## src/sv/pmrb_pkg.sv

```systemverilog
// Shared types, constants and the angle-to-slot function of the polar minimum-range binner.
// Used by every module of the block; depends on nothing.

package pmrb_pkg;

  localparam int SLOT_COUNT      = 360;
  localparam int SLOT_W          = $clog2(SLOT_COUNT);
  localparam int ROW_COUNT       = SLOT_COUNT / 2;
  localparam int ROW_W           = $clog2(ROW_COUNT);
  localparam int ANGLE_FRAC_BITS = 4;
  localparam int ANGLE_W         = 16;
  localparam int DIST_W          = 16;
  localparam int ACTION_W        = 2;
  localparam int STATUS_W        = 2;
  localparam int CFG_IDX_W       = 1;
  localparam int CFG_DATA_W      = 16;
  localparam int QUEUE_DEPTH     = 2;

  localparam logic [DIST_W-1:0] MIN_RANGE_RESET = DIST_W'(20);
  localparam logic [DIST_W-1:0] MAX_RANGE_RESET = DIST_W'(16000);

  localparam int FULL_TURN   = 360 << ANGLE_FRAC_BITS;
  localparam int HALF_TURN   = 180 << ANGLE_FRAC_BITS;
  localparam int HALF_STEP   = (1 << ANGLE_FRAC_BITS) >> 1;
  localparam int BIAS_TURNS  = (32768 + FULL_TURN - 1) / FULL_TURN;
  localparam int ANGLE_BIAS  = BIAS_TURNS * FULL_TURN + HALF_TURN;
  localparam int POS_MAX     = 32767 + ANGLE_BIAS;
  localparam int POS_W       = $clog2(POS_MAX + 1);
  localparam int TURN_MAX    = POS_MAX / FULL_TURN;
  localparam int TURN_W      = $clog2(TURN_MAX + 1);
  localparam int REM_W       = $clog2(FULL_TURN + HALF_STEP);
  localparam int DEG_W       = REM_W - ANGLE_FRAC_BITS;

  typedef enum logic [ACTION_W-1:0] {
    ACT_ADD   = 2'd0,
    ACT_READ  = 2'd1,
    ACT_CLEAR = 2'd2
  } action_t;

  typedef enum logic [STATUS_W-1:0] {
    ST_STORED     = 2'd0,
    ST_NOT_NEARER = 2'd1,
    ST_ZERO       = 2'd2,
    ST_RANGE      = 2'd3
  } status_t;

  typedef enum logic [CFG_IDX_W-1:0] {
    CFG_MIN_RANGE = 1'b0,
    CFG_MAX_RANGE = 1'b1
  } cfg_reg_t;

  typedef enum logic [1:0] {
    CMD_UPDATE = 2'd0,
    CMD_REPORT = 2'd1,
    CMD_CLEAR  = 2'd2,
    CMD_BLANK  = 2'd3
  } cmd_t;

  typedef struct packed {
    cmd_t              cmd;
    logic [SLOT_W-1:0] slot;
    logic [DIST_W-1:0] dist_mm;
    status_t           status;
  } entry_t;

  typedef struct packed {
    logic [1:0]             filled;
    logic [1:0][DIST_W-1:0] dist_mm;
  } row_t;

  // The angle is biased to a positive value, folded into one turn by
  // comparing against whole-turn multiples, then rounded to a degree.
  function automatic logic [SLOT_W-1:0] angle_to_slot(input logic signed [ANGLE_W-1:0] angle);
    logic [POS_W-1:0]  pos;
    logic [TURN_W-1:0] turns;
    logic [POS_W-1:0]  rem_full;
    logic [REM_W-1:0]  rnd;
    logic [DEG_W-1:0]  deg;
    pos   = POS_W'(ANGLE_BIAS) + POS_W'(angle);
    turns = '0;
    for (int k = 1; k <= TURN_MAX; k++) begin
      if (pos >= POS_W'(k * FULL_TURN)) begin
        turns = TURN_W'(k);
      end
    end
    rem_full = pos - POS_W'(turns * FULL_TURN);
    rnd      = REM_W'(rem_full) + REM_W'(HALF_STEP);
    deg      = rnd[REM_W-1:ANGLE_FRAC_BITS];
    if (deg >= DEG_W'(SLOT_COUNT)) begin
      return SLOT_W'(SLOT_COUNT - 1);
    end
    return SLOT_W'(deg);
  endfunction

endpackage

```

## src/sv/pmrb_queue.sv

```systemverilog
// Short first-in first-out queue of decoded commands between front end and back end.
// Depends on pmrb_pkg for the entry type.

module pmrb_queue #(
  parameter int DEPTH = pmrb_pkg::QUEUE_DEPTH
) (
  input  logic             clk,
  input  logic             rst_n,
  input  logic             push_valid,
  input  pmrb_pkg::entry_t push_entry,
  output logic             push_ready,
  output logic             pop_valid,
  output pmrb_pkg::entry_t pop_entry,
  input  logic             pop
);

  localparam int PTR_W = $clog2(DEPTH);
  localparam int CNT_W = $clog2(DEPTH + 1);

  pmrb_pkg::entry_t  slots_r [DEPTH];
  logic [PTR_W-1:0]  wr_ptr_r;
  logic [PTR_W-1:0]  rd_ptr_r;
  logic [CNT_W-1:0]  count_r;
  logic              do_push;
  logic              do_pop;

  assign push_ready = (count_r != CNT_W'(DEPTH));
  assign pop_valid  = (count_r != '0);
  assign pop_entry  = slots_r[rd_ptr_r];
  assign do_push    = push_valid && push_ready;
  assign do_pop     = pop && pop_valid;

  always_ff @(posedge clk) begin
    if (do_push) begin
      slots_r[wr_ptr_r] <= push_entry;
    end
  end

  always_ff @(posedge clk) begin
    if (!rst_n) begin
      wr_ptr_r <= '0;
      rd_ptr_r <= '0;
      count_r  <= '0;
    end else begin
      if (do_push) begin
        wr_ptr_r <= (wr_ptr_r == PTR_W'(DEPTH - 1)) ? '0 : wr_ptr_r + 1'b1;
      end
      if (do_pop) begin
        rd_ptr_r <= (rd_ptr_r == PTR_W'(DEPTH - 1)) ? '0 : rd_ptr_r + 1'b1;
      end
      if (do_push && !do_pop) begin
        count_r <= count_r + 1'b1;
      end else if (do_pop && !do_push) begin
        count_r <= count_r - 1'b1;
      end
    end
  end

endmodule

```

## config.mk

```make
export PLATFORM = sky130hd
export DESIGN_NAME = pmrb_queue
export DESIGN_NICKNAME = d
export VERILOG_FILES = /design/src/sv/pmrb_pkg.sv /design/src/sv/pmrb_queue.sv
export SDC_FILE = /design/constraint.sdc
export NUM_CORES = 1
export LEC_CHECK = 0
export BUFFER_PORTS_ARGS = -buffer_cell sky130_fd_sc_hd__clkbuf_2
export CORE_MARGIN = 10
export CORE_UTILIZATION = 46
export DETAILED_ROUTE_END_ITERATION = 10
export PLACE_DENSITY = 0.75
export SYNTH_ARGS = -nofsm -noshare
export SYNTH_HDL_FRONTEND = slang
export SYNTH_SLANG_ARGS = --single-unit
```

## constraint.sdc

```tcl
create_clock -name clk -period 1.9 [get_ports clk]
set_input_delay 0.19 -clock clk [delete_from_list [all_inputs] [get_ports clk]]
set_output_delay 0.19 -clock clk [all_outputs]
set_load 0.01 [all_outputs]
```

## Word-level counts from Yosys, hierarchy flattened

Memory sizes are Yosys's and may differ from the RTL's. A register that Yosys moved wholly into a read port is not among the register bits.
Cells that the tools add are included.
W data, S select, Z words.

- Bits in registers: 4
- Memory bits (writable): 58
- Input port bits: 33
- Output and inout port bits: 31
- Word-level logic and storage cells: 25
- Memories: 1

- Add/sub/neg operators: 4
- Equality and inequality tests: 1
- Multiplexer cells: 8
- Reductions and logical operators: 8

Memories:

| name | words | width | rd ports | clocked after memory_dff | wr ports | RTL line | RTL |
|---|---|---|---|---|---|---|---|
| slots_r | 2 | 29 | 1 | 1 | 1 | pmrb_queue.sv:20 | `pmrb_pkg::entry_t slots_r [DEPTH];` |

Operators with widths:

| cell | number |
|---|---|
| $mux W1 | 6 |
| $logic_and A1 B1 Y1 | 4 |
| $mux W2 | 2 |
| $reduce_bool A2 Y1 | 2 |
| $add A1 B1 Y1 const B | 2 |
| $add A2 B1 Y2 const B | 1 |
| $logic_not A1 Y1 | 2 |
| $ne A2 B2 Y1 const B | 1 |
| $sub A2 B1 Y2 const B | 1 |

## Longest topological paths before layout

- Depth in word-level cells: 6
- Depth in mapped cells: 6
- Gate-level depth less buffers: 6

## Least setup slack after synthesis

OpenSTA, ideal clock, no wires.

- Kind: register -> register
- From: reg count_r[0]
- To: mem slots_r[1][0] (netlist bit), enable pin
- Library setup time: 0.389 ns
- Arrival: 1.341 ns
- Data required time: 1.511 ns
- Path slack: 0.170 ns
- Cell stages (with the launch flop): 3
- Path buffers: 0
- Period minus slack after synthesis: 1.730 ns
- Path through: dfxtp_1 > nand2b_4 > and3_1

- Longest elaborated chain between the ends: 4

RTL lines:

| what | RTL line | RTL |
|---|---|---|
| from (decl) | pmrb_queue.sv:23 | `logic [CNT_W-1:0] count_r;` |
| from (signal assigned) | pmrb_queue.sv:52 | `count_r <= count_r + 1'b1;` |
| from (signal assigned) | pmrb_queue.sv:54 | `count_r <= count_r - 1'b1;` |
| $ne A2 B2 Y1 | pmrb_queue.sv:27 | `assign push_ready = (count_r != CNT_W'(DEPTH));` |
| named net push_ready | pmrb_queue.sv:11 | `output logic push_ready,` |
| $logic_and A1 B1 Y1 | pmrb_queue.sv:30 | `assign do_push = push_valid && push_ready;` |
| $mux W1 | pmrb_queue.sv:34 | `if (do_push) begin` |
| $mux W1 (implied by the code) | pmrb_queue.sv:35 | `slots_r[wr_ptr_r] <= push_entry;` |
| to (decl) | pmrb_queue.sv:20 |  |

The timed path passes the listed nets, and every way through them passes these cells.

==> flow_summary.toml <==
[run_status]
status = "finished, final reports clean"

[placement]
portBuffers = 63
place_congestion = 0.648
hpwl_mm = 3.31

[cts]
holdBufCountCts = 0
path_clk_slew_ps = 60
clk_path_buf_depth = 2
insertion_delay_ps = 320
cts_buffers = 9
clock-sinks = 63
post_cts_resized = 0
htree_levels = 3
post-cts-setup-buffer-count = 0
cts_tree = "yes"
cts_root_buffer = "clkbuf_8"

[routing]
wl_mm = 4.43
initialDrtViolationCount = 28
first_pass_iters = 4
ant_nets = 0
wl_per_cell_um = 16.9
drc_errors = 0
num_vias = 1254
viasPerCell = 4.79

[power]
swShare = 0.280
p_seq_frac = 0.486
p_leak_nw = 1.12
p_switching_w = 0.00104
internal_power_w = 0.00268
clockPowerShare = 0.241
vdd.ir_drop.worst_v = 0.000798
p_per_area_mw_per_mm2 = 1280
comb_power_share = 0.273

[yosys]
syn-cell-area_mm2 = 0.00233
synth-simple-area-share = 0.0279
syn_nets = 148
synth_xor_area_frac = 0.0113
synth_compound_area_frac = 0.0150
ys_types = 20
synthAdderAreaFrac = 0.00537
ys_ff_latch = 63
netlist_instances = 114
synth_area_per_cell_um2 = 20.4
yosysWarnings = 0
synth_seq_area_share = 0.790
synthMuxAreaShare = 0.140
synth_top_family_by_area = "multiplexers"

[final_layout]
final_common_cell = "clkbuf_2"
layout_common_cells = "clkbuf_2, edfxtp_1, mux2_2, clkbuf_8, buf_4"
diodes = 0
fin_nets = 225
post-route-util = 0.604
fillers = 404
syn_to_final_growth_pct = 24.7
drive_gt1_frac = 0.579

[global_routing]
overflow = 0
grt_max_degree = 19
grt_use_total = 0.110
grt_pass1_vias = 1483
antenna_found_initial = 0
grt_pass1_wl_mm = 7.13

[floorplan]
die-area_mm2 = 0.00831
rows = 25
start_util = 0.484
core_area_mm2 = 0.00482
die_h_um = 91.2
io_pins = 64
floorplan.die.width_um = 91.2

[critical_path]
cp-start-kind = "flip-flop"
worst_ep_required_time_ps = 1710
r2r_cells = 5
r2r_start = "count_r[0]"
worstSetupPathType = "reg2out"
critPathCaptureType = "primary output"
r2r-end = "count_r[1]"
cp_max_fo = 18
crit_arrival_ps = 1430
r2r_setup_slack_ps = 300

[worst_hold_path]
min_path_type = "in2reg"
hold_depth = 1
min_to = "slots_r[0][11]"
min-delay-start = "push_entry[11]"

[run]
maxCapViolCount = 0

[timing]
rsz0062_at_grt = "false"
fin_crit_sh = 0.853
relSlewSlack = 0.830
fin_tns_setup_ps = 0
drv_slew = 0
finalCriticalPeriod_ps = 1620
fin_skew_ps = 3.03
setup_viol = 0
max_freq_ghz = 0.617
hold_viol = 0
worstMarginPinSlew_ps = 254
-- worst max-delay path by stage --
stage                     from             to
detailed placement  count_r[0]     count_r[1]
global placement    count_r[0]     count_r[1]
CTS                  flip-flop  pop_entry[10]
global route         flip-flop  pop_entry[10]
floorplan           count_r[0]  slots_r[1][0]
finish               flip-flop  pop_entry[10]
-- kinds of logic after synthesis --
kind of cell	Yosys count
AOI/OAI and AO/OA	5
xor gates and xnor gates	3
adders and majority gates	1
buffers and inverters	4
DFF	63
muxes	29
and+or+nand+nor	9
-- power groups by stage --
stage / logic (W) / registers (W) / clock network [W]
detailed placement: 0.00103 / 0.00184 / 0
global route: 0.00110 / 0.00183 / 0.00100
finish: 0.00101 / 0.00181 / 0.000897
global placement: 0.00100 / 0.00182 / 0
CTS: 0.00104 / 0.00181 / 0.000930
floorplan: 0.000654 / 0.00182 / 0
-- metal layers --
layer	up-vias	global-route usage	wire (um)
met5	-	0	0
met4	0	0.0548	35
met3	4	0.0494	309
met2	47	0.192	2290
met1	609	0.110	1800
li1	594	-	-
-- layout make-up --
cell class	count	area, um2	share of cell area
flip-flops and latches	63	1840	0.633
multi-input cells	47	465	0.160
repair buffers	69	360	0.124
clock buffers	9	124	0.0426
well taps	67	83.8	0.0288
clock inverters	6	28.8	0.00990
inverters	1	3.75	0.00129
-- cell usage after synthesis --
| cell | instances | share of area |
|---|---|---|
| buf_4 | 2 | 0.0064 |
| a21boi_1 | 1 | 0.0032 |
| a21bo_2 | 1 | 0.0043 |
| xor2_1 | 1 | 0.0038 |
| mux2_2 | 29 | 0.14 |
| o21ai_0 | 1 | 0.0021 |
| xnor2_1 | 2 | 0.0075 |
| and3_1 | 1 | 0.0027 |
| or2_2 | 1 | 0.0027 |
| or3_1 | 1 | 0.0027 |
| inv_1 | 1 | 0.0016 |
| nand2b_4 | 1 | 0.0059 |
| ha_1 | 1 | 0.0054 |
| dfxtp_1 | 5 | 0.043 |
| o21ai_1 | 1 | 0.0021 |
| a21boi_0 | 1 | 0.0032 |
| nand3b_1 | 1 | 0.0032 |
| edfxtp_1 | 58 | 0.75 |
| and2_1 | 4 | 0.011 |
| buf_2 | 1 | 0.0021 |
-- stage by stage --
step / area (um2) / power [W] / hold slack [ps] / worst slack (ps) / std cells
2_1_floorplan: 2330 / 0.00247 / 289 / 170 / 114
3_3_place_gp: 2760 / 0.00282 / 379 / 397 / 247
3_5_place_dp: 2760 / 0.00287 / 386 / 303 / 247
4_1_cts: 2910 / 0.00378 / 47.0 / 257 / 262
5_1_grt: 2910 / 0.00393 / 39.0 / 211 / 262
6_report: 2910 / 0.00372 / 57.7 / 279 / 262
-- state kept, by name (all words and copies together) (netlist names), named ones only --
register,flops
count_r,2
rd_ptr_r,1
slots_r,58
wr_ptr_r,1
-- critical path, cell delays in order (launching register included) --
cell and delay [ps]:
dfxtp_1 330, buf_4 270, mux2_2 380, clkbuf_2 140
Power figures use the tool's default switching activity.
