### src/sv/pmrb_pkg.sv
// Shared types, constants and the angle-to-slot function of the polar minimum-range binner.
// Used by every module of the block; depends on nothing.

package pmrb_pkg;

  localparam int SLOT_COUNT      = 360;
  localparam int SLOT_W          = $clog2(SLOT_COUNT);
  localparam int ROW_COUNT       = SLOT_COUNT / 2;
  localparam int ROW_W           = $clog2(ROW_COUNT);
  localparam int ANGLE_FRAC_BITS = 4;
  localparam int ANGLE_W         = 16;
  localparam int DIST_W          = 16;
  localparam int ACTION_W        = 2;
  localparam int STATUS_W        = 2;
  localparam int CFG_IDX_W       = 1;
  localparam int CFG_DATA_W      = 16;
  localparam int QUEUE_DEPTH     = 2;

  localparam logic [DIST_W-1:0] MIN_RANGE_RESET = DIST_W'(20);
  localparam logic [DIST_W-1:0] MAX_RANGE_RESET = DIST_W'(16000);

  localparam int FULL_TURN   = 360 << ANGLE_FRAC_BITS;
  localparam int HALF_TURN   = 180 << ANGLE_FRAC_BITS;
  localparam int HALF_STEP   = (1 << ANGLE_FRAC_BITS) >> 1;
  localparam int BIAS_TURNS  = (32768 + FULL_TURN - 1) / FULL_TURN;
  localparam int ANGLE_BIAS  = BIAS_TURNS * FULL_TURN + HALF_TURN;
  localparam int POS_MAX     = 32767 + ANGLE_BIAS;
  localparam int POS_W       = $clog2(POS_MAX + 1);
  localparam int TURN_MAX    = POS_MAX / FULL_TURN;
  localparam int TURN_W      = $clog2(TURN_MAX + 1);
  localparam int REM_W       = $clog2(FULL_TURN + HALF_STEP);
  localparam int DEG_W       = REM_W - ANGLE_FRAC_BITS;

  typedef enum logic [ACTION_W-1:0] {
    ACT_ADD   = 2'd0,
    ACT_READ  = 2'd1,
    ACT_CLEAR = 2'd2
  } action_t;

  typedef enum logic [STATUS_W-1:0] {
    ST_STORED     = 2'd0,
    ST_NOT_NEARER = 2'd1,
    ST_ZERO       = 2'd2,
    ST_RANGE      = 2'd3
  } status_t;

  typedef enum logic [CFG_IDX_W-1:0] {
    CFG_MIN_RANGE = 1'b0,
    CFG_MAX_RANGE = 1'b1
  } cfg_reg_t;

  typedef enum logic [1:0] {
    CMD_UPDATE = 2'd0,
    CMD_REPORT = 2'd1,
    CMD_CLEAR  = 2'd2,
    CMD_BLANK  = 2'd3
  } cmd_t;

  typedef struct packed {
    cmd_t              cmd;
    logic [SLOT_W-1:0] slot;
    logic [DIST_W-1:0] dist_mm;
    status_t           status;
  } entry_t;

  typedef struct packed {
    logic [1:0]             filled;
    logic [1:0][DIST_W-1:0] dist_mm;
  } row_t;

  // The angle is biased to a positive value, folded into one turn by
  // comparing against whole-turn multiples, then rounded to a degree.
  function automatic logic [SLOT_W-1:0] angle_to_slot(input logic signed [ANGLE_W-1:0] angle);
    logic [POS_W-1:0]  pos;
    logic [TURN_W-1:0] turns;
    logic [POS_W-1:0]  rem_full;
    logic [REM_W-1:0]  rnd;
    logic [DEG_W-1:0]  deg;
    pos   = POS_W'(ANGLE_BIAS) + POS_W'(angle);
    turns = '0;
    for (int k = 1; k <= TURN_MAX; k++) begin
      if (pos >= POS_W'(k * FULL_TURN)) begin
        turns = TURN_W'(k);
      end
    end
    rem_full = pos - POS_W'(turns * FULL_TURN);
    rnd      = REM_W'(rem_full) + REM_W'(HALF_STEP);
    deg      = rnd[REM_W-1:ANGLE_FRAC_BITS];
    if (deg >= DEG_W'(SLOT_COUNT)) begin
      return SLOT_W'(SLOT_COUNT - 1);
    end
    return SLOT_W'(deg);
  endfunction

endpackage

### src/sv/pmrb_if.sv
// Handshake interfaces for the point input channel and the slot result channel.
// Depends on pmrb_pkg for field widths.

interface pmrb_in_if;
  logic                                 valid;
  logic                                 ready;
  logic [pmrb_pkg::ACTION_W-1:0]        action;
  logic signed [pmrb_pkg::ANGLE_W-1:0]  angle_sixteenths;
  logic [pmrb_pkg::DIST_W-1:0]          point_distance_mm;
  logic [pmrb_pkg::SLOT_W-1:0]          read_slot;

  modport source (output valid, action, angle_sixteenths, point_distance_mm, read_slot,
                  input ready);
  modport sink   (input valid, action, angle_sixteenths, point_distance_mm, read_slot,
                  output ready);
endinterface


### src/sv/pmrb_front.sv
// Front end: holds the range registers, decodes each input transfer and classifies it.
// Depends on pmrb_pkg and pmrb_in_if; feeds pmrb_queue.

module pmrb_front (
  input  logic                            clk,
  input  logic                            rst_n,
  pmrb_in_if.sink                         in_ch,
  input  logic                            cfg_we,
  input  logic [pmrb_pkg::CFG_IDX_W-1:0]  cfg_index,
  input  logic [pmrb_pkg::CFG_DATA_W-1:0] cfg_wdata,
  output logic                            push_valid,
  output pmrb_pkg::entry_t                push_entry,
  input  logic                            push_ready
);

  logic [pmrb_pkg::DIST_W-1:0] min_range_r;
  logic [pmrb_pkg::DIST_W-1:0] max_range_r;
  logic [pmrb_pkg::DIST_W-1:0] point_dist;
  logic                        in_range;

  always_ff @(posedge clk) begin
    if (!rst_n) begin
      min_range_r <= pmrb_pkg::MIN_RANGE_RESET;
      max_range_r <= pmrb_pkg::MAX_RANGE_RESET;
    end else if (cfg_we) begin
      unique case (cfg_index)
        pmrb_pkg::CFG_MIN_RANGE: min_range_r <= cfg_wdata[pmrb_pkg::DIST_W-1:0];
        pmrb_pkg::CFG_MAX_RANGE: max_range_r <= cfg_wdata[pmrb_pkg::DIST_W-1:0];
        default: ;
      endcase
    end
  end

  assign point_dist  = in_ch.point_distance_mm;
  assign in_range    = (point_dist >= min_range_r) && (point_dist <= max_range_r);
  assign in_ch.ready = push_ready;
  assign push_valid  = in_ch.valid;

  always_comb begin
    push_entry         = '0;
    push_entry.dist_mm = point_dist;
    push_entry.status  = pmrb_pkg::ST_STORED;
    unique case (in_ch.action)
      pmrb_pkg::ACT_ADD: begin
        push_entry.slot = pmrb_pkg::angle_to_slot(in_ch.angle_sixteenths);
        if (point_dist == '0) begin
          push_entry.cmd    = pmrb_pkg::CMD_REPORT;
          push_entry.status = pmrb_pkg::ST_ZERO;
        end else if (!in_range) begin
          push_entry.cmd    = pmrb_pkg::CMD_REPORT;
          push_entry.status = pmrb_pkg::ST_RANGE;
        end else begin
          push_entry.cmd = pmrb_pkg::CMD_UPDATE;
        end
      end
      pmrb_pkg::ACT_READ: begin
        push_entry.cmd = pmrb_pkg::CMD_REPORT;
        if (in_ch.read_slot >= pmrb_pkg::SLOT_W'(pmrb_pkg::SLOT_COUNT)) begin
          push_entry.slot = pmrb_pkg::SLOT_W'(pmrb_pkg::SLOT_COUNT - 1);
        end else begin
          push_entry.slot = in_ch.read_slot;
        end
      end
      pmrb_pkg::ACT_CLEAR: begin
        push_entry.cmd = pmrb_pkg::CMD_CLEAR;
      end
      default: begin
        push_entry.cmd = pmrb_pkg::CMD_BLANK;
      end
    endcase
  end

endmodule

### src/flat_wrapper.sv
// flat-port wrapper written by rule: the top's interface ports become plain ports
module pmrb_front_flat 
  (clk, rst_n, cfg_we, cfg_index, cfg_wdata, push_valid, push_entry, push_ready, in_ch_valid, in_ch_action, in_ch_angle_sixteenths, in_ch_point_distance_mm, in_ch_read_slot, in_ch_ready);
  pmrb_in_if in_ch_i ();
  input  logic clk;
  input  logic rst_n;
  input  logic cfg_we;
  input  logic [pmrb_pkg::CFG_IDX_W-1:0] cfg_index;
  input  logic [pmrb_pkg::CFG_DATA_W-1:0] cfg_wdata;
  output logic push_valid;
  output pmrb_pkg::entry_t push_entry;
  input  logic push_ready;
  input wire logic [$bits(in_ch_i.valid)-1:0] in_ch_valid;
  input wire logic [$bits(in_ch_i.action)-1:0] in_ch_action;
  input wire logic [$bits(in_ch_i.angle_sixteenths)-1:0] in_ch_angle_sixteenths;
  input wire logic [$bits(in_ch_i.point_distance_mm)-1:0] in_ch_point_distance_mm;
  input wire logic [$bits(in_ch_i.read_slot)-1:0] in_ch_read_slot;
  output wire logic [$bits(in_ch_i.ready)-1:0] in_ch_ready;
  assign in_ch_i.valid = in_ch_valid;
  assign in_ch_i.action = in_ch_action;
  assign in_ch_i.angle_sixteenths = in_ch_angle_sixteenths;
  assign in_ch_i.point_distance_mm = in_ch_point_distance_mm;
  assign in_ch_i.read_slot = in_ch_read_slot;
  assign in_ch_ready = in_ch_i.ready;
  pmrb_front u_core (.clk(clk), .rst_n(rst_n), .in_ch(in_ch_i), .cfg_we(cfg_we), .cfg_index(cfg_index), .cfg_wdata(cfg_wdata), .push_valid(push_valid), .push_entry(push_entry), .push_ready(push_ready));
endmodule
### config.mk
export PLATFORM = sky130hd
export DESIGN_NAME = pmrb_front_flat
export DESIGN_NICKNAME = d
export VERILOG_FILES = /design/src/sv/pmrb_pkg.sv /design/src/sv/pmrb_if.sv /design/src/sv/pmrb_front.sv /design/src/flat_wrapper.sv
export SDC_FILE = /design/constraint.sdc
export NUM_CORES = 1
export LEC_CHECK = 0
export BUFFER_PORTS_ARGS = -buffer_cell sky130_fd_sc_hd__buf_2
export CAP_MARGIN = 20
export CELL_PAD_IN_SITES_DETAIL_PLACEMENT = 1
export CELL_PAD_IN_SITES_GLOBAL_PLACEMENT = 1
export CORE_MARGIN = 2
export CORE_UTILIZATION = 37
export CTS_BUF_LIST = sky130_fd_sc_hd__clkbuf_4
export CTS_CLUSTER_DIAMETER = 60
export CTS_CLUSTER_SIZE = 30
export DETAILED_ROUTE_END_ITERATION = 10
export PLACE_DENSITY_LB_ADDON = 0.12
export SKIP_LAST_GASP = 1
export SLEW_MARGIN = 20
export SYNTH_ARGS = -nofsm -noshare
export SYNTH_HDL_FRONTEND = slang
export SYNTH_SLANG_ARGS = --single-unit
### constraint.sdc
create_clock -name clk -period 5.4 [get_ports clk]
set_input_delay 0.27 -clock clk [delete_from_list [all_inputs] [get_ports clk]]
set_output_delay 0.27 -clock clk [all_outputs]
set_load 0.01 [all_outputs]
# Word-level counts from Yosys, hierarchy flattened

Cells that the tools add are included.

Add/sub/neg operators: 3
Bitwise gates (word level): 1
Reductions and logical operators: 5
Eq/ne operators: 2
Multipliers: 1
Order comparisons: 16
Mux-type cells: 25

Operators with widths:

| cell                     | count |
|---|---|
| $ge A17 B16 Y1 const B   | 6 |
| $ge A17 B15 Y1 const B   | 3 |
| $mux W9                  | 3 |
| $mux W4                  | 6 |
| $ge A9 B9 Y1 const B     | 2 |
| $pmux W9 S2              | 1 |
| $add A17 B16 Y17 const A | 1 |
| $ge A17 B13 Y1 const B   | 1 |
| $ge A17 B14 Y1 const B   | 1 |
| $ge A17 B17 Y1 const B   | 1 |
| $ge A16 B16 Y1           | 1 |
| $le A16 B16 Y1           | 1 |
| $logic_not A16 Y1        | 1 |
| $add A13 B4 Y13 const B  | 1 |
| $sub A13 B13 Y13         | 1 |
| $mux W3                  | 4 |
| $mux W2                  | 5 |
| $mul A4 B6 Y6 const B    | 1 |
| $pmux W2 S3              | 1 |
| $mux W1                  | 5 |
| $reduce_and A2 Y1        | 2 |
| $eq A2 B1 Y1 const B     | 1 |
| $eq A2 B2 Y1 const B     | 1 |
| $logic_not A2 Y1         | 1 |
| other kinds (2)          | 2 |

Input bits: 65
Word-level logic and storage cells: 55
Register bits: 32

# Depth between registers and ports, before layout

Word-level depth: 23
Depth in mapped cells: 27
Depth with buffers taken out: 26

# Worst setup path after synthesis

Ideal clock, no wire load.

Path type: in2out
From: input in_ch_angle_sixteenths[6]
To: output push_entry[18] (netlist name)
Slack: -0.065 ns
Path buffers: 1
Stages on the path: 27
Data required time: 5.130 ns
Arrival time: 5.195 ns
Path through: ha_1 -> buf_2 -> nor2_1 -> nor4b_2 -> a21oi_1 -> o31ai_2 -> nor2b_1 -> o21ai_0 -> nand3_1 -> nand2_1 -> inv_1 -> ha_1 -> ha_1 -> ha_1 -> inv_1 -> fa_1 -> xnor2_1 -> ha_1 -> inv_1 -> nor3_1 -> a31oi_1 -> a21boi_0 -> o311ai_0 -> a31oi_1 -> and3b_1 -> mux2i_1 -> o21ai_0

RTL lines:

| what            | RTL line           | text |
|---|---|---|
| start, declared | flat_wrapper.sv:15 | `input wire logic [$bits(in_ch_i.angle_sixteenths)-1:0] in_ch_angle_sixteenths;` |
| end, declared   | flat_wrapper.sv:11 | `output pmrb_pkg::entry_t push_entry;` |

==> qor.csv <==
stage,metric,value,unit
status,status,"complete, but fails checks",
status,failing checks,negative setup slack,
cts,CTS tree,done,
drt,final WL,12940,µm
cts,worst skew pair latency,0.33,ns
synthesis,Mapped Nets,690,
timing,Worst-Margin Slew,0.7692,ns
critical_path,FF-to-FF Start,u_core.min_range_r[3]$_SDFFE_PN0P_,
floorplan,die height,111.1,µm
critical_path,Worst path most repeated cell,ha_4,
timing,RSZ-0062 raised after global routing,true,
drt,antenna-violating nets left,0,
cts,CTS Buffer Depth,2,
layout,Area Overhead vs Synth,27.32,%
placed_design,DP Worst Slack,-0.4344,ns
timing,final setup fails,6,
critical_path,crit path launch type,primary input,
floorplan,Core Rows,39,
floorplan,effective utilization at floorplan,0.3746,
critical_path,FF-to-FF End,u_core.min_range_r[3]$_SDFFE_PN0P_,
critical_path,crit path DAT,5.15,ns
placed_design,Routability Congestion,0.8861,
floorplan,I/O pin cnt,96,
power_and_ir_drop,peak supply drop,0.0002044,V
critical_path,Worst Setup End Kind,primary output,
critical_path,WS Path Type,in -> out,
critical_path,R2R Setup Slk,4.72,ns
synthesis,Synth Flop Type,dfxtp_1,
grt,total track usage,0.2096,
run,Max Cap Violations,0,
power_and_ir_drop,total power draw,1579,µW
drt,residual DRC count,0,
synthesis,"Seq/Total Area, Yosys",0.1511,
timing,setup tns final,-0.06336,ns
cts,H-tree depth,2,
hold_path,Hold Path End,u_core.max_range_r[7]$_SDFFE_PN1P_,
timing,Slew Limit Fails,0,
layout,"commonest non-fill, non-tap cell in the layout",buf_2,
timing,final period utilization,1.004,
layout,share of cells above drive strength 1,0.3157,
floorplan,core area,11320,µm²
placed_design,dpl cell area,4980,µm²
critical_path,Worst Path Required,5.13,ns
cts,Root Driver,clkbuf_4,
timing,Setup WS post-layout,-0.02339,ns
grt,vias in the first global route,4595,
placed_design,number of port buffers,90,
layout,Antenna Cells,0,
hold_path,Worst Hold Launch,cfg_wdata[7],
grt,pin count of the biggest net entering global routing,33,
drt,via count,4399,
timing,Slew headroom,0.4872,
layout,"Net count, final",806,
drt,1st-pass router iterations,4,
synthesis,Synth warnings,0,
timing,endpoints failing hold,0,
floorplan,die area,12330,µm²
cts,clock-pin slew on the worst setup and hold paths,0.10,ns
timing,f_max,0.1844,GHz
timing,Final min period,5.423,ns
drt,Avg Vias per Cell,5.339,
timing,Setup Skew,0,ns
grt,first-pass GRT wire length,21920,µm
grt,total grt overflow,0,
floorplan,Die W,111.1,µm
hold_path,Hold WC Path Type,in -> reg,
synthesis,"Async S/R FF share, synth",0,
timing,WHS,0.1659,ns
power_and_ir_drop,Leak,0.002479,µW
synthesis,mean area per synthesized cell,7.518,µm²
cts,number of buffers created by CTS,5,
synthesis,number of synthesized flops with an enable pin,0,
synthesis,Mapped Area,4240,µm²
layout,most frequent cells in the layout,"buf_2, nand2_1, buf_4, ha_1, inv_1",
layout,Final Instance Area,5399,µm²
grt,initial antenna violation count,0,
drt,Starting DRT DRC Count,129,
power_and_ir_drop,Cell Pwr Density,292.5,nW/µm²
critical_path,"Slowest-stage cell, CP",fa_1,
synthesis,post-synthesis register bit count,32,
synthesis,Unique masters post-synth,68,
critical_path,Critical Path Max Stage Delay,0.46,ns
synthesis,synthesized instance count,564,
drt,post-DR wirelength/cell,15.70,µm
hold_path,hold path cells,3,
cts,# clock sinks,32,
critical_path,CP max FO,4,
placed_design,Post-DP HPWL,10440,µm
critical_path,depth of the most critical reg-to-reg path,2,
logic make-up after synthesis:
kind of cell             synth area share
AND/OR/NAND/NOR                    0.2127
AO/OA/AOI/OAI                      0.2812
buffers and inverters              0.1186
adder cells (fa/ha/maj)            0.1818
flip-flops                         0.1511
XOR/XNOR                          0.04042
multiplexers                      0.01416
area by class of cell:
type / count / area [µm²]
Multi-Input combinational cell: 434 / 3352
Inverter: 54 / 205.2
Sequential cell: 32 / 640.6
Timing Repair Buffer: 153 / 965.9
Clock inverter: 1 / 3.754
Clock buffer: 7 / 52.55
Fill cell: 1450 / 5922
Tap cell: 143 / 178.9
report_power, final:
group	internal, µW	total, µW	leakage, µW	switching [µW]
sequential	248	253	0.000263	5.31
clock	60.0	140	0.0000338	80.0
combinational	562	1190	0.00218	624
routing by layer:
layer | up-vias | global-route usage | part of all wire | routed length (µm)
li1 | 2213 | - | - | -
met5 | - | 0 | 0 | 0
met3 | 14 | 0.01531 | 0.018 | 230
met4 | 0 | 0.06173 | 0.016 | 208
met2 | 63 | 0.3926 | 0.52 | 6755
met1 | 2109 | 0.2560 | 0.44 | 5741
repair_timing:
| action | 4_1_cts | 5_1_grt |
|---|---|---|
| setup buffers | 9 | 1 |
| pin swaps | 20 | 10 |
| endpoints found under the setup margin | 9 | 9 |
| hold buffers | 0 | 0 |
| resized for setup | 33 | 26 |
worst max-delay path, delay by kind of cell:
| family | cells | cell delay (ns) |
|---|---|---|
| compound gates | 9 | 1.44 |
| xor+xnor | 1 | 0.15 |
| buf+inv | 7 | 0.72 |
| mux | 2 | 0.44 |
| simple gates | 5 | 0.53 |
| fa+ha+maj | 6 | 1.59 |
stage by stage:
step | utilization | instances
after floorplan | - | 564
after global placement | 0.4399 | 806
after detailed placement | 0.4399 | 806
after CTS | 0.4660 | 823
after global routing | 0.4769 | 824
final | 0.4769 | 824
sequential cells by signal (all words and copies together) (netlist names):
signal / count
u_core.max_range_r: 16
u_core.min_range_r: 16
Yosys cell counts, drive strengths merged (5+ instances only):
library cell  count  share of area
nor2             31          0.029
nor3              9          0.011
nand2b            7          0.010
dfxtp            32           0.15
clkbuf           11         0.0097
mux2i             6          0.014
a21boi           29          0.051
nor4              7          0.012
nand4            10          0.015
a21o             12          0.021
o211ai           12          0.021
and3              5         0.0074
xor2              5          0.010
o31ai             5          0.010
xnor2            12          0.025
o21a              9          0.016
nand2            83          0.073
o21ai            21          0.025
buf              33          0.061
nand3            10          0.012
ha               60           0.18
a21oi            24          0.030
inv              54          0.048
nor2b             7          0.010
a31oi            10          0.018
worst max-delay path by stage:
stage	startpoint	endpoint	slack (ns)	depth (start not counted)
floorplan	in_ch_angle_sixteenths[6]	push_entry[18]	0.02	27
global placement	in_ch_angle_sixteenths[6]	push_entry[23]	-0.26	29
detailed placement	in_ch_angle_sixteenths[6]	push_entry[20]	-0.43	29
CTS	in_ch_angle_sixteenths[7]	push_entry[20]	-0.07	29
global route	in_ch_angle_sixteenths[7]	push_entry[20]	-0.26	29
finish	in_ch_angle_sixteenths[7]	push_entry[20]	-0.02	30
No activity file was read; power rests on OpenSTA's default activity.
